--- src/urc_pkg.sv ---
// Shared types, widths, reset values and codes of the ultrasonic range controller.
package urc_pkg;

  localparam int CountWidthDefault = 17;
  localparam int TrigWidth         = 8;
  localparam int TimeoutWidth      = 17;
  localparam int ScaleWidth        = 12;
  localparam int StatusWidth       = 2;
  localparam int DistWidth         = 13;
  localparam int CfgIndexWidth     = 2;
  localparam int CfgDataWidth      = 17;
  localparam int ScaleShift        = 16;

  localparam logic [DistWidth-1:0] DistMax = '1;

  // Register indexes on the configuration port.
  localparam logic [CfgIndexWidth-1:0] REG_TRIG_LOW     = 2'd0;
  localparam logic [CfgIndexWidth-1:0] REG_TRIG_HIGH    = 2'd1;
  localparam logic [CfgIndexWidth-1:0] REG_ECHO_TIMEOUT = 2'd2;
  localparam logic [CfgIndexWidth-1:0] REG_CM_PER_TICK  = 2'd3;

  // Reset values of the registers.
  localparam logic [TrigWidth-1:0]    TrigLowReset     = 8'd2;
  localparam logic [TrigWidth-1:0]    TrigHighReset    = 8'd10;
  localparam logic [TimeoutWidth-1:0] EchoTimeoutReset = 17'd100000;
  localparam logic [ScaleWidth-1:0]   CmPerTickReset   = 12'd1114;

  // Measurement status codes.
  localparam logic [StatusWidth-1:0] STATUS_OK      = 2'd0;
  localparam logic [StatusWidth-1:0] STATUS_NO_ECHO = 2'd1;
  localparam logic [StatusWidth-1:0] STATUS_STUCK   = 2'd2;

  typedef struct packed {
    logic [TrigWidth-1:0]    trig_low_ticks;
    logic [TrigWidth-1:0]    trig_high_ticks;
    logic [TimeoutWidth-1:0] echo_timeout_ticks;
    logic [ScaleWidth-1:0]   cm_per_tick_q16;
  } cfg_t;

  typedef struct packed {
    logic                   trig_level;
    logic                   busy_res;
    logic                   done_res;
    logic [StatusWidth-1:0] status;
    logic [DistWidth-1:0]   range_cm;
  } res_t;

endpackage

--- src/urc_if.sv ---
// Request channel interfaces for ticks and results of the ultrasonic range controller.
interface urc_tick_if;
  logic valid;
  logic ready;
  logic start_req;
  logic echo_level;

  modport source (output valid, output start_req, output echo_level, input ready);
  modport sink (input valid, input start_req, input echo_level, output ready);
endinterface

interface urc_result_if;
  import urc_pkg::*;

  logic                   valid;
  logic                   ready;
  logic                   trig_level;
  logic                   busy_res;
  logic                   done_res;
  logic [StatusWidth-1:0] status;
  logic [DistWidth-1:0]   range_cm;

  modport source (output valid, output trig_level, output busy_res, output done_res,
                  output status, output range_cm, input ready);
  modport sink (input valid, input trig_level, input busy_res, input done_res,
                input status, input range_cm, output ready);
endinterface

--- src/urc_seq.sv ---
// Measurement sequencer: phase machine, tick counter and distance accumulator.
module urc_seq #(
  parameter int CountWidth = urc_pkg::CountWidthDefault
) (
  input  logic          clk,
  input  logic          rst,
  input  logic          step,
  input  logic          start_req,
  input  logic          echo_level,
  input  urc_pkg::cfg_t cfg,
  output urc_pkg::res_t res
);
  import urc_pkg::*;

  localparam int AccWidth = CountWidth + ScaleWidth;
  localparam int LimWidth = (CountWidth > TimeoutWidth) ? CountWidth : TimeoutWidth;
  localparam logic [CountWidth-1:0] CntMax = '1;
  localparam logic [CountWidth-1:0] CntOne = CountWidth'(1);

  typedef enum logic [4:0] {
    PH_IDLE  = 5'b00001,
    PH_TLOW  = 5'b00010,
    PH_THIGH = 5'b00100,
    PH_WAIT  = 5'b01000,
    PH_ECHO  = 5'b10000
  } phase_t;

  phase_t                 phase, phase_next;
  logic [CountWidth-1:0]  tick_count, tick_count_next;
  logic [AccWidth-1:0]    acc, acc_next;
  logic [DistWidth-1:0]   last_distance, last_distance_next;
  logic [StatusWidth-1:0] last_status, last_status_next;

  logic                  done;
  logic [CountWidth:0]   count_inc;
  logic [CountWidth-1:0] hi;
  logic [LimWidth-1:0]   timeout_ext;
  logic [CountWidth-1:0] lim;
  logic [AccWidth-1:0]   dist_full;
  logic [DistWidth-1:0]  dist_sat;

  // Effective pulse length and echo limit after the zero and clipping rules.
  always_comb begin
    hi = (cfg.trig_high_ticks == '0) ? CntOne : CountWidth'(cfg.trig_high_ticks);
    timeout_ext = LimWidth'(cfg.echo_timeout_ticks);
    if (timeout_ext == '0) begin
      lim = CntOne;
    end else if (timeout_ext > LimWidth'(CntMax)) begin
      lim = CntMax;
    end else begin
      lim = timeout_ext[CountWidth-1:0];
    end
  end

  // The accumulator already holds ticks times scale, so the distance is a shift.
  always_comb begin
    dist_full = acc >> ScaleShift;
    dist_sat  = (dist_full > AccWidth'(DistMax)) ? DistMax : dist_full[DistWidth-1:0];
  end

  always_comb begin
    phase_next         = phase;
    tick_count_next    = tick_count;
    acc_next           = acc;
    last_distance_next = last_distance;
    last_status_next   = last_status;
    done               = 1'b0;
    count_inc          = {1'b0, tick_count} + (CountWidth + 1)'(1);

    case (phase)
      PH_TLOW: begin
        if (tick_count >= CountWidth'(cfg.trig_low_ticks)) begin
          phase_next      = PH_THIGH;
          tick_count_next = CntOne;
        end else begin
          tick_count_next = count_inc[CountWidth-1:0];
        end
      end
      PH_THIGH: begin
        if (tick_count >= hi) begin
          phase_next      = PH_WAIT;
          tick_count_next = '0;
        end else begin
          tick_count_next = count_inc[CountWidth-1:0];
        end
      end
      PH_WAIT: begin
        if (echo_level) begin
          phase_next      = PH_ECHO;
          tick_count_next = CntOne;
          acc_next        = AccWidth'(cfg.cm_per_tick_q16);
          // A limit of one tick is already reached by the first high tick.
          if (CntOne >= lim) begin
            phase_next         = PH_IDLE;
            tick_count_next    = '0;
            last_status_next   = STATUS_STUCK;
            last_distance_next = '0;
            done               = 1'b1;
          end
        end else begin
          tick_count_next = count_inc[CountWidth-1:0];
          if (count_inc >= {1'b0, lim}) begin
            phase_next         = PH_IDLE;
            tick_count_next    = '0;
            last_status_next   = STATUS_NO_ECHO;
            last_distance_next = '0;
            done               = 1'b1;
          end
        end
      end
      PH_ECHO: begin
        if (echo_level) begin
          tick_count_next = count_inc[CountWidth-1:0];
          acc_next        = acc + AccWidth'(cfg.cm_per_tick_q16);
          if (count_inc >= {1'b0, lim}) begin
            phase_next         = PH_IDLE;
            tick_count_next    = '0;
            last_status_next   = STATUS_STUCK;
            last_distance_next = '0;
            done               = 1'b1;
          end
        end else begin
          phase_next         = PH_IDLE;
          tick_count_next    = '0;
          last_status_next   = STATUS_OK;
          last_distance_next = dist_sat;
          done               = 1'b1;
        end
      end
      default: begin
        phase_next = PH_IDLE;
        if (start_req) begin
          phase_next      = (cfg.trig_low_ticks == '0) ? PH_THIGH : PH_TLOW;
          tick_count_next = CntOne;
        end
      end
    endcase
  end

  always_comb begin
    res.trig_level = (phase_next == PH_THIGH);
    res.busy_res   = (phase_next != PH_IDLE);
    res.done_res   = done;
    res.status     = last_status_next;
    res.range_cm   = last_distance_next;
  end

  always_ff @(posedge clk) begin
    if (rst) begin
      phase         <= PH_IDLE;
      tick_count    <= '0;
      last_distance <= '0;
      last_status   <= STATUS_OK;
    end else if (step) begin
      phase         <= phase_next;
      tick_count    <= tick_count_next;
      last_distance <= last_distance_next;
      last_status   <= last_status_next;
    end
  end

  always_ff @(posedge clk) begin
    if (step) begin
      acc <= acc_next;
    end
  end

endmodule

--- src/ultrasonic_range_controller_core.sv ---
// Top level of the ultrasonic range controller: registers, handshake and result register.
// An accepted tick request has its result captured in the result register as it is taken.
// Throughput: one tick request per cycle; the single result register limits the rate
// only while the result side holds ready low.
// Reset (rst, synchronous, active high) sets the phase to idle, clears the tick count,
// the last status and distance, empties the result register and restores register defaults.
module ultrasonic_range_controller_core #(
  parameter int CountWidth = urc_pkg::CountWidthDefault
) (
  input  logic                              clk,
  input  logic                              rst,
  urc_tick_if.sink                          tick,
  urc_result_if.source                      result,
  input  logic                              cfg_wr_en,
  input  logic [urc_pkg::CfgIndexWidth-1:0] cfg_index,
  input  logic [urc_pkg::CfgDataWidth-1:0]  cfg_data
);
  import urc_pkg::*;

  cfg_t cfg;
  res_t res;
  res_t res_hold;
  logic accept;
  logic result_valid;

  // Configuration registers. The user must write them only while no measurement is running,
  // so the sequencer sees stable values throughout; the block itself does not enforce this.
  always_ff @(posedge clk) begin
    if (rst) begin
      cfg.trig_low_ticks     <= TrigLowReset;
      cfg.trig_high_ticks    <= TrigHighReset;
      cfg.echo_timeout_ticks <= EchoTimeoutReset;
      cfg.cm_per_tick_q16    <= CmPerTickReset;
    end else if (cfg_wr_en) begin
      case (cfg_index)
        REG_TRIG_LOW:     cfg.trig_low_ticks     <= cfg_data[TrigWidth-1:0];
        REG_TRIG_HIGH:    cfg.trig_high_ticks    <= cfg_data[TrigWidth-1:0];
        REG_ECHO_TIMEOUT: cfg.echo_timeout_ticks <= cfg_data[TimeoutWidth-1:0];
        REG_CM_PER_TICK:  cfg.cm_per_tick_q16    <= cfg_data[ScaleWidth-1:0];
        default: ;
      endcase
    end
  end

  // A new tick is taken whenever the result register is empty or is being
  // emptied in the same cycle, so back-to-back ticks flow at full rate while result.ready is high.
  assign tick.ready = !result_valid || result.ready;
  assign accept     = tick.valid && tick.ready;

  // The sequencer advances its state only on an accepted tick and presents
  // the result of that tick combinationally for capture below.
  urc_seq #(
    .CountWidth(CountWidth)
  ) u_seq (
    .clk        (clk),
    .rst        (rst),
    .step       (accept),
    .start_req  (tick.start_req),
    .echo_level (tick.echo_level),
    .cfg        (cfg),
    .res        (res)
  );

  // Result register: the valid flag is control state, the payload is not reset.
  always_ff @(posedge clk) begin
    if (rst) begin
      result_valid <= 1'b0;
    end else if (accept) begin
      result_valid <= 1'b1;
    end else if (result.ready) begin
      result_valid <= 1'b0;
    end
  end

  always_ff @(posedge clk) begin
    if (accept) begin
      res_hold <= res;
    end
  end

  assign result.valid      = result_valid;
  assign result.trig_level = res_hold.trig_level;
  assign result.busy_res   = res_hold.busy_res;
  assign result.done_res   = res_hold.done_res;
  assign result.status     = res_hold.status;
  assign result.range_cm   = res_hold.range_cm;

endmodule

--- src/flat_wrapper.sv ---
// flat-port wrapper written by rule: the top's interface ports become plain ports
module ultrasonic_range_controller_core_flat import urc_pkg::*;
#(
  parameter int CountWidth = urc_pkg::CountWidthDefault
)
  (clk, rst, cfg_wr_en, cfg_index, cfg_data, tick_valid, tick_start_req, tick_echo_level, tick_ready, result_valid, result_trig_level, result_busy_res, result_done_res, result_status, result_range_cm, result_ready);
  urc_tick_if tick_i ();
  urc_result_if result_i ();
  input  logic clk;
  input  logic rst;
  input  logic cfg_wr_en;
  input  logic [urc_pkg::CfgIndexWidth-1:0] cfg_index;
  input  logic [urc_pkg::CfgDataWidth-1:0] cfg_data;
  input wire logic [$bits(tick_i.valid)-1:0] tick_valid;
  input wire logic [$bits(tick_i.start_req)-1:0] tick_start_req;
  input wire logic [$bits(tick_i.echo_level)-1:0] tick_echo_level;
  output wire logic [$bits(tick_i.ready)-1:0] tick_ready;
  output wire logic [$bits(result_i.valid)-1:0] result_valid;
  output wire logic [$bits(result_i.trig_level)-1:0] result_trig_level;
  output wire logic [$bits(result_i.busy_res)-1:0] result_busy_res;
  output wire logic [$bits(result_i.done_res)-1:0] result_done_res;
  output wire logic [$bits(result_i.status)-1:0] result_status;
  output wire logic [$bits(result_i.range_cm)-1:0] result_range_cm;
  input wire logic [$bits(result_i.ready)-1:0] result_ready;
  assign tick_i.valid = tick_valid;
  assign tick_i.start_req = tick_start_req;
  assign tick_i.echo_level = tick_echo_level;
  assign tick_ready = tick_i.ready;
  assign result_valid = result_i.valid;
  assign result_trig_level = result_i.trig_level;
  assign result_busy_res = result_i.busy_res;
  assign result_done_res = result_i.done_res;
  assign result_status = result_i.status;
  assign result_range_cm = result_i.range_cm;
  assign result_i.ready = result_ready;
  ultrasonic_range_controller_core #(.CountWidth(CountWidth)) u_core (.clk(clk), .rst(rst), .tick(tick_i), .result(result_i), .cfg_wr_en(cfg_wr_en), .cfg_index(cfg_index), .cfg_data(cfg_data));
endmodule
--- config.mk ---
export PLATFORM = sky130hd
export DESIGN_NAME = ultrasonic_range_controller_core_flat
export DESIGN_NICKNAME = d
export VERILOG_FILES = /design/src/urc_pkg.sv /design/src/urc_if.sv /design/src/urc_seq.sv /design/src/ultrasonic_range_controller_core.sv /design/src/flat_wrapper.sv
export SDC_FILE = /design/constraint.sdc
export NUM_CORES = 1
export LEC_CHECK = 0
export ABC_CLOCK_PERIOD_IN_PS = 10100
export BUFFER_PORTS_ARGS = -buffer_cell sky130_fd_sc_hd__buf_2
export CAP_MARGIN = 40
export CORE_MARGIN = 10
export CORE_UTILIZATION = 55
export DETAILED_ROUTE_END_ITERATION = 16
export PLACE_DENSITY = 0.79
export SYNTH_ARGS = -nofsm -noshare
export SYNTH_HDL_FRONTEND = slang
export SYNTH_HIERARCHICAL = 1
export SYNTH_SLANG_ARGS = --single-unit
--- constraint.sdc ---
create_clock -name clk -period 10.1 [get_ports clk]
set_input_delay 1.515 -clock clk [delete_from_list [all_inputs] [get_ports clk]]
set_output_delay 1.515 -clock clk [all_outputs]
set_load 0.1 [all_outputs]
### Word-level counts from Yosys, hierarchy flattened

Cells that the tools add are included.

* logic and storage cells: 92
* input bits: 26
* register bits: 130
* output and inout bits: 20

* reductions and logical operators: 16
* multiplexer cells: 42
* add/sub/neg operators: 2
* order comparisons: 6
* equal/unequal tests: 11

Operator list (number)
* $mux 17: 8
* $pmux 17 s4: 1
* $mux 13: 5
* $mux 29: 2
* $pmux 29 s2: 1
* $ge 17x8->1: 2
* $mux 5: 6
* $add 29x12->29: 1
* $pmux 13 s2: 1
* $pmux 5 s4: 1
* $add 17x1->18 const B: 1
* $ge 18x17->1: 1
* $ge 1x17->1 const A: 1
* $gt 17x17->1 const B: 1
* $logic_not 17->1: 1
* $logic_not 8->1: 2
* $gt 13x13->1 const B: 1
* $eq 5x3->1 const B: 2
* $mux 2: 5
* $reduce_and 2->1: 5
* $mux 8: 1
* $mux 1: 7
* $mux 3: 2
* $eq 5x2->1 const B: 1
* 15 further kinds: 18

### Logic depth before layout (Yosys ltp)

* depth after elaboration: 8
* depth in mapped cells: 15
* depth with buffers taken out: 14

### Hierarchy

The synthesis kept the hierarchy.

By module, submodules not included
* urc_seq: cells an instance 582, seq. area each 1611.5 um^2, times used 1, area an instance 5059.9 um^2
* ultrasonic_range_controller_core: cells an instance 199, seq. area each 1461.4 um^2, times used 1, area an instance 2411.1 um^2

### Worst setup path after synthesis

Ideal clock, no wire load.

* path kind: input port to flip-flop
* start point: input port result_ready
* end point: register u_core.u_seq.acc[0], enable pin
* required time: 9.711 ns
* buffers on the path: 1
* arrival time: 4.170 ns
* setup time: 0.389 ns
* cell stages on the path: 4
* setup slack: 5.541 ns
* path through: nand2b_1 and2_1 clkbuf_1 and3_1

* word-level cells in the longest chain between the ends: 3

RTL lines
* start: declaration: RTL line flat_wrapper.sv:24 `input wire logic [$bits(result_i.ready)-1:0] result_ready;`
* $logic_or 1x1->1: RTL line ultrasonic_range_controller_core.sv:47 `assign tick.ready = !result_valid || result.ready;`
* $logic_and 1x1->1: RTL line ultrasonic_range_controller_core.sv:48 `assign accept = tick.valid && tick.ready;`
* via u_core.accept: RTL line ultrasonic_range_controller_core.sv:23 `logic accept;`
* $reduce_and 4->1 (no line)
* end signal: assignment: RTL line urc_seq.sv:164 `acc <= acc_next;`
* end: declaration: RTL line urc_seq.sv:30 `logic [AccWidth-1:0] acc, acc_next;`

The timed path passes the listed nets, and every way through them passes these cells.
A chain may end at the register's enable or synchronous reset.

==> impl_metrics.py <==
metrics = {
    "status": {
        "status": "completed",
    },
    "clocking": {
        "clockBufferDepth": 2,
        "hold_buffers": 0,
        "cts_root_buf": "clkbuf_16",
        "cts_tree": "yes",
        "cts_setup_buffers": 0,
        "cts_max_level": 4,
        "cts-buffers-inserted": 17,
        "clock-sinks": 130,
        "clkTransAtPathRegs_ns": 0.06,
        "clk_latency_ns": 0.43,
        "ctsResizeCount": 0,
    },
    "worst_setup_path": {
        "max_stage_delay_ns": 0.54,
        "r2r_cells": 13,
        "path_class": "reg2reg",
        "path_max_fanout": 7,
        "cp_data_arrival_time_ns": 4.41,
        "crit_chain": "ha_1 -> inv_1 -> nor2_1 -> and4_1 -> and3_1 -> xor2_1 -> ha_1 -> and3_1 -> a221oi_1 -> nand3_1 -> a221oi_1 -> o32a_1 -> o21ai_1",
        "cp-end-kind": "flip-flop",
        "slowest_stage": "a221oi_1",
        "crit_required_ns": 10.28,
        "critPathLaunchType": "flip-flop",
    },
    "cells_and_area": {
        "diodes": 0,
        "finalNetCount": 885,
        "fin_util_pct": 62.8,
        "syn_to_final_growth_pct": 11.7,
        "layout-drive-gt1-share_pct": 11.6,
        "final_cells": 1001,
    },
    "worst_hold_path": {
        "hold_class": "reg2reg",
        "hold_depth": 2,
    },
    "detailed_routing": {
        "drtAntennaViolNets": 0,
        "firstDrtPassIters": 4,
        "drc_errors": 0,
        "wirelength_um": 18200,
        "route.vias.total": 6044,
        "post_drt_wl_per_cell_um": 18.1,
        "first_iter_violations": 493,
        "viasPerCell": 6.04,
    },
    "timing": {
        "tightest_slew_ns": 0.892,
        "slew_viol_final": 0,
        "min_period_ns": 4.23,
        "finClkSkew_ns": 0.00974,
        "finalCritPeriodShare_pct": 41.9,
        "setup_viol": 0,
        "relSlewSlack_pct": 40.3,
        "setup_ws_ns": 5.87,
        "hold_ws_ns": 0.477,
        "rsz0062_at_grt": "no",
        "hold_violations": 0,
        "fmax_mhz": 236,
        "setup_tns_ns": 0,
    },
    "synthesis": {
        "syn_area_per_cell_um2": 9.57,
        "ys_async_sr_fraction_pct": 0,
        "ys_seq_area_share_pct": 41.1,
        "netlist_area_um2": 7470,
        "synth_cell_types": 68,
        "ys_warn_count": 6,
        "syn_nets": 854,
        "synthCells": 781,
        "synth_edf_count": 47,
        "synthFlopType": "dfxtp_1",
        "yosys_register_bits": 130,
    },
    "die": {
        "num_io_pins": 46,
        "die_w_um": 137,
        "rows": 42,
        "die-area_um2": 18600,
        "start_util_pct": 56.2,
        "fp.dieH_um": 137,
        "core_um2": 13300,
    },
    "grt": {
        "grt_max_degree": 73,
        "antenna_found_initial": 0,
        "grt_pass1_wl_um": 29800,
        "overflow": 0,
        "grt_usage_pct": 20.0,
        "grt_pass1_vias": 5892,
    },
    "power": {
        "ir_drop_v": 0.000134,
        "internal_power_w": 0.000945,
        "pwr-share-comb_pct": 8.3,
        "p_sw_w": 0.000319,
        "p_per_area_nw_per_um2": 152,
        "seqPwrFrac_pct": 44.3,
        "leakage_nw": 3.44,
        "clkPwrFrac_pct": 47.4,
        "switching_share_pct": 25.3,
    },
    "flow_run": {
        "cap_viol_max_count": 0,
    },
    "placed_design": {
        "portBuffers": 45,
        "gp_congestion": 0.932,
        "numPlacedInstances": 969,
        "hpwl_um": 12800,
        "place_ws_ns": 6.02,
    },
}
[state kept, by name, summed over array words and instances (netlist names)]
signal / count
u_core/cfg: 45
u_core/u_seq/acc: 29
u_core/u_seq/tick_count: 17
u_core/result.range_cm: 13
u_core/u_seq/last_distance: 13
u_core/u_seq/phase: 5
u_core/result.status: 2
u_core/u_seq/last_status: 2
u_core/result.busy_res: 1
u_core/result.done_res: 1
u_core/result.trig_level: 1
u_core/result.valid: 1
[power by group through the flow]
stage | Combinational (W) | Sequential, W | Clock, W
finish | 0.000105 | 0.000561 | 0.000600
floorplan | 0.0000544 | 0.000595 | 0
CTS | 0.000104 | 0.000561 | 0.000604
detailed placement | 0.000103 | 0.000572 | 0
global placement | 0.000101 | 0.000571 | 0
global route | 0.000113 | 0.000562 | 0.000626
[area by class of cell]
type                            instances  area (µm²)
Timing Repair Buffer                   52         293
Clock inverter                         13         138
Multi-Input combinational cell        565        4020
Tap cell                              176         220
Sequential cell                       130        3070
Inverter                               46         173
Clock buffer                           19         433
Fill cell                            1084        4950
[routing by layer]
| layer | global-route usage (%) | routed length (µm) | vias up |
|---|---|---|---|
| met5 | 0 | 0 | - |
| met4 | 8.05 | 415 | 0 |
| met3 | 4.36 | 1060 | 42 |
| met2 | 31.6 | 8480 | 197 |
| met1 | 26.0 | 8200 | 2891 |
| li1 | - | - | 2914 |
[final timing paths]
kind,to,start,slack [ns]
worst min-delay path,u_core/cfg[12],u_core/cfg[12],0.48
worst max register to register,u_core/result.status[1],u_core/u_seq/tick_count[0],5.87
worst min register to register,u_core/cfg[12],u_core/cfg[12],0.48
worst max-delay path,u_core/result.status[1],u_core/u_seq/tick_count[0],5.87
[Yosys cell counts (4+ instances only)]
cell        n  area, µm²
nand2_1    32        120
ha_1       46        576
a21oi_1    17       85.1
nor3_1     11       55.1
buf_6       5       56.3
o2111ai_1   7       61.3
and2_1      5       31.3
dfxtp_1    83       1660
a31oi_1    17        106
mux2i_1    46        460
nor2_1     78        293
nand4_1    11       68.8
inv_1      45        169
o21ai_0    21        105
xor2_1     29        254
and3b_1     4       35.0
a22oi_1    13       97.6
a22o_1     13        114
a32o_1      7       70.1
o211ai_1    9       67.6
nand3b_1    9       67.6
nor4_1      9       56.3
buf_2      12       60.1
nor2b_1     6       37.5
and4_1      6       52.6
and3_1     12       75.1
o21ai_1    14       70.1
nand2b_1   54        338
a21o_1      4       30.0
clkbuf_1   19       71.3
edfxtp_1   47       1410
nand3_1    25        125
xnor2_1    11       96.3
a211oi_1    5       37.5
[layout by cell type (no fill, tap or decap), types with 5 or more instances in the layout]
cell type and count:
a211oi_1 5, a21oi_1 17, a22o_1 13, a22oi_1 13, a31oi_1 17, a32o_1 7, and2_1 5, and3_1 12
and4_1 6, buf_2 45, buf_4 5, clkbuf_16 17, dfxtp_1 83, edfxtp_1 47, ha_1 46, inv_1 45
mux2i_1 46, nand2_1 32, nand2b_1 54, nand3_1 25, nand3b_1 9, nand4_1 11, nor2_1 78, nor2b_1 6
nor3_1 11, nor4_1 9, o2111ai_1 7, o211ai_1 9, o21ai_0 21, o21ai_1 14, xnor2_1 11, xor2_1 29
[stage by stage]
stage | cell area (µm²) | total power (W)
finish | 8340 | 0.00126
global route | 8340 | 0.00130
CTS | 8340 | 0.00127
detailed placement | 7770 | 0.000675
global placement | 7740 | 0.000671
floorplan | 7470 | 0.000649
[cell families after synthesis]
logic type / after synthesis / synth area share [%]
AOI/OAI and AO/OA: 152 / 14.3
xor gates and xnor gates: 40 / 4.69
adders and majority gates: 47 / 7.97
buffers and inverters: 86 / 5.12
DFF: 130 / 41.1
muxes: 46 / 6.16
and+or+nand+nor: 280 / 20.6
[critical path: cells and delay by family (launching register included)]
| kind | cells | cell delay (ns) |
|---|---|---|
| adders and majority gates | 2 | 0.56 |
| buffers and inverters | 1 | 0.09 |
| and+or+nand+nor | 5 | 1.43 |
| xor gates and xnor gates | 1 | 0.18 |
| DFF | 1 | 0.45 |
| AOI/OAI and AO/OA | 4 | 1.27 |
Power figures use the tool's default switching activity.
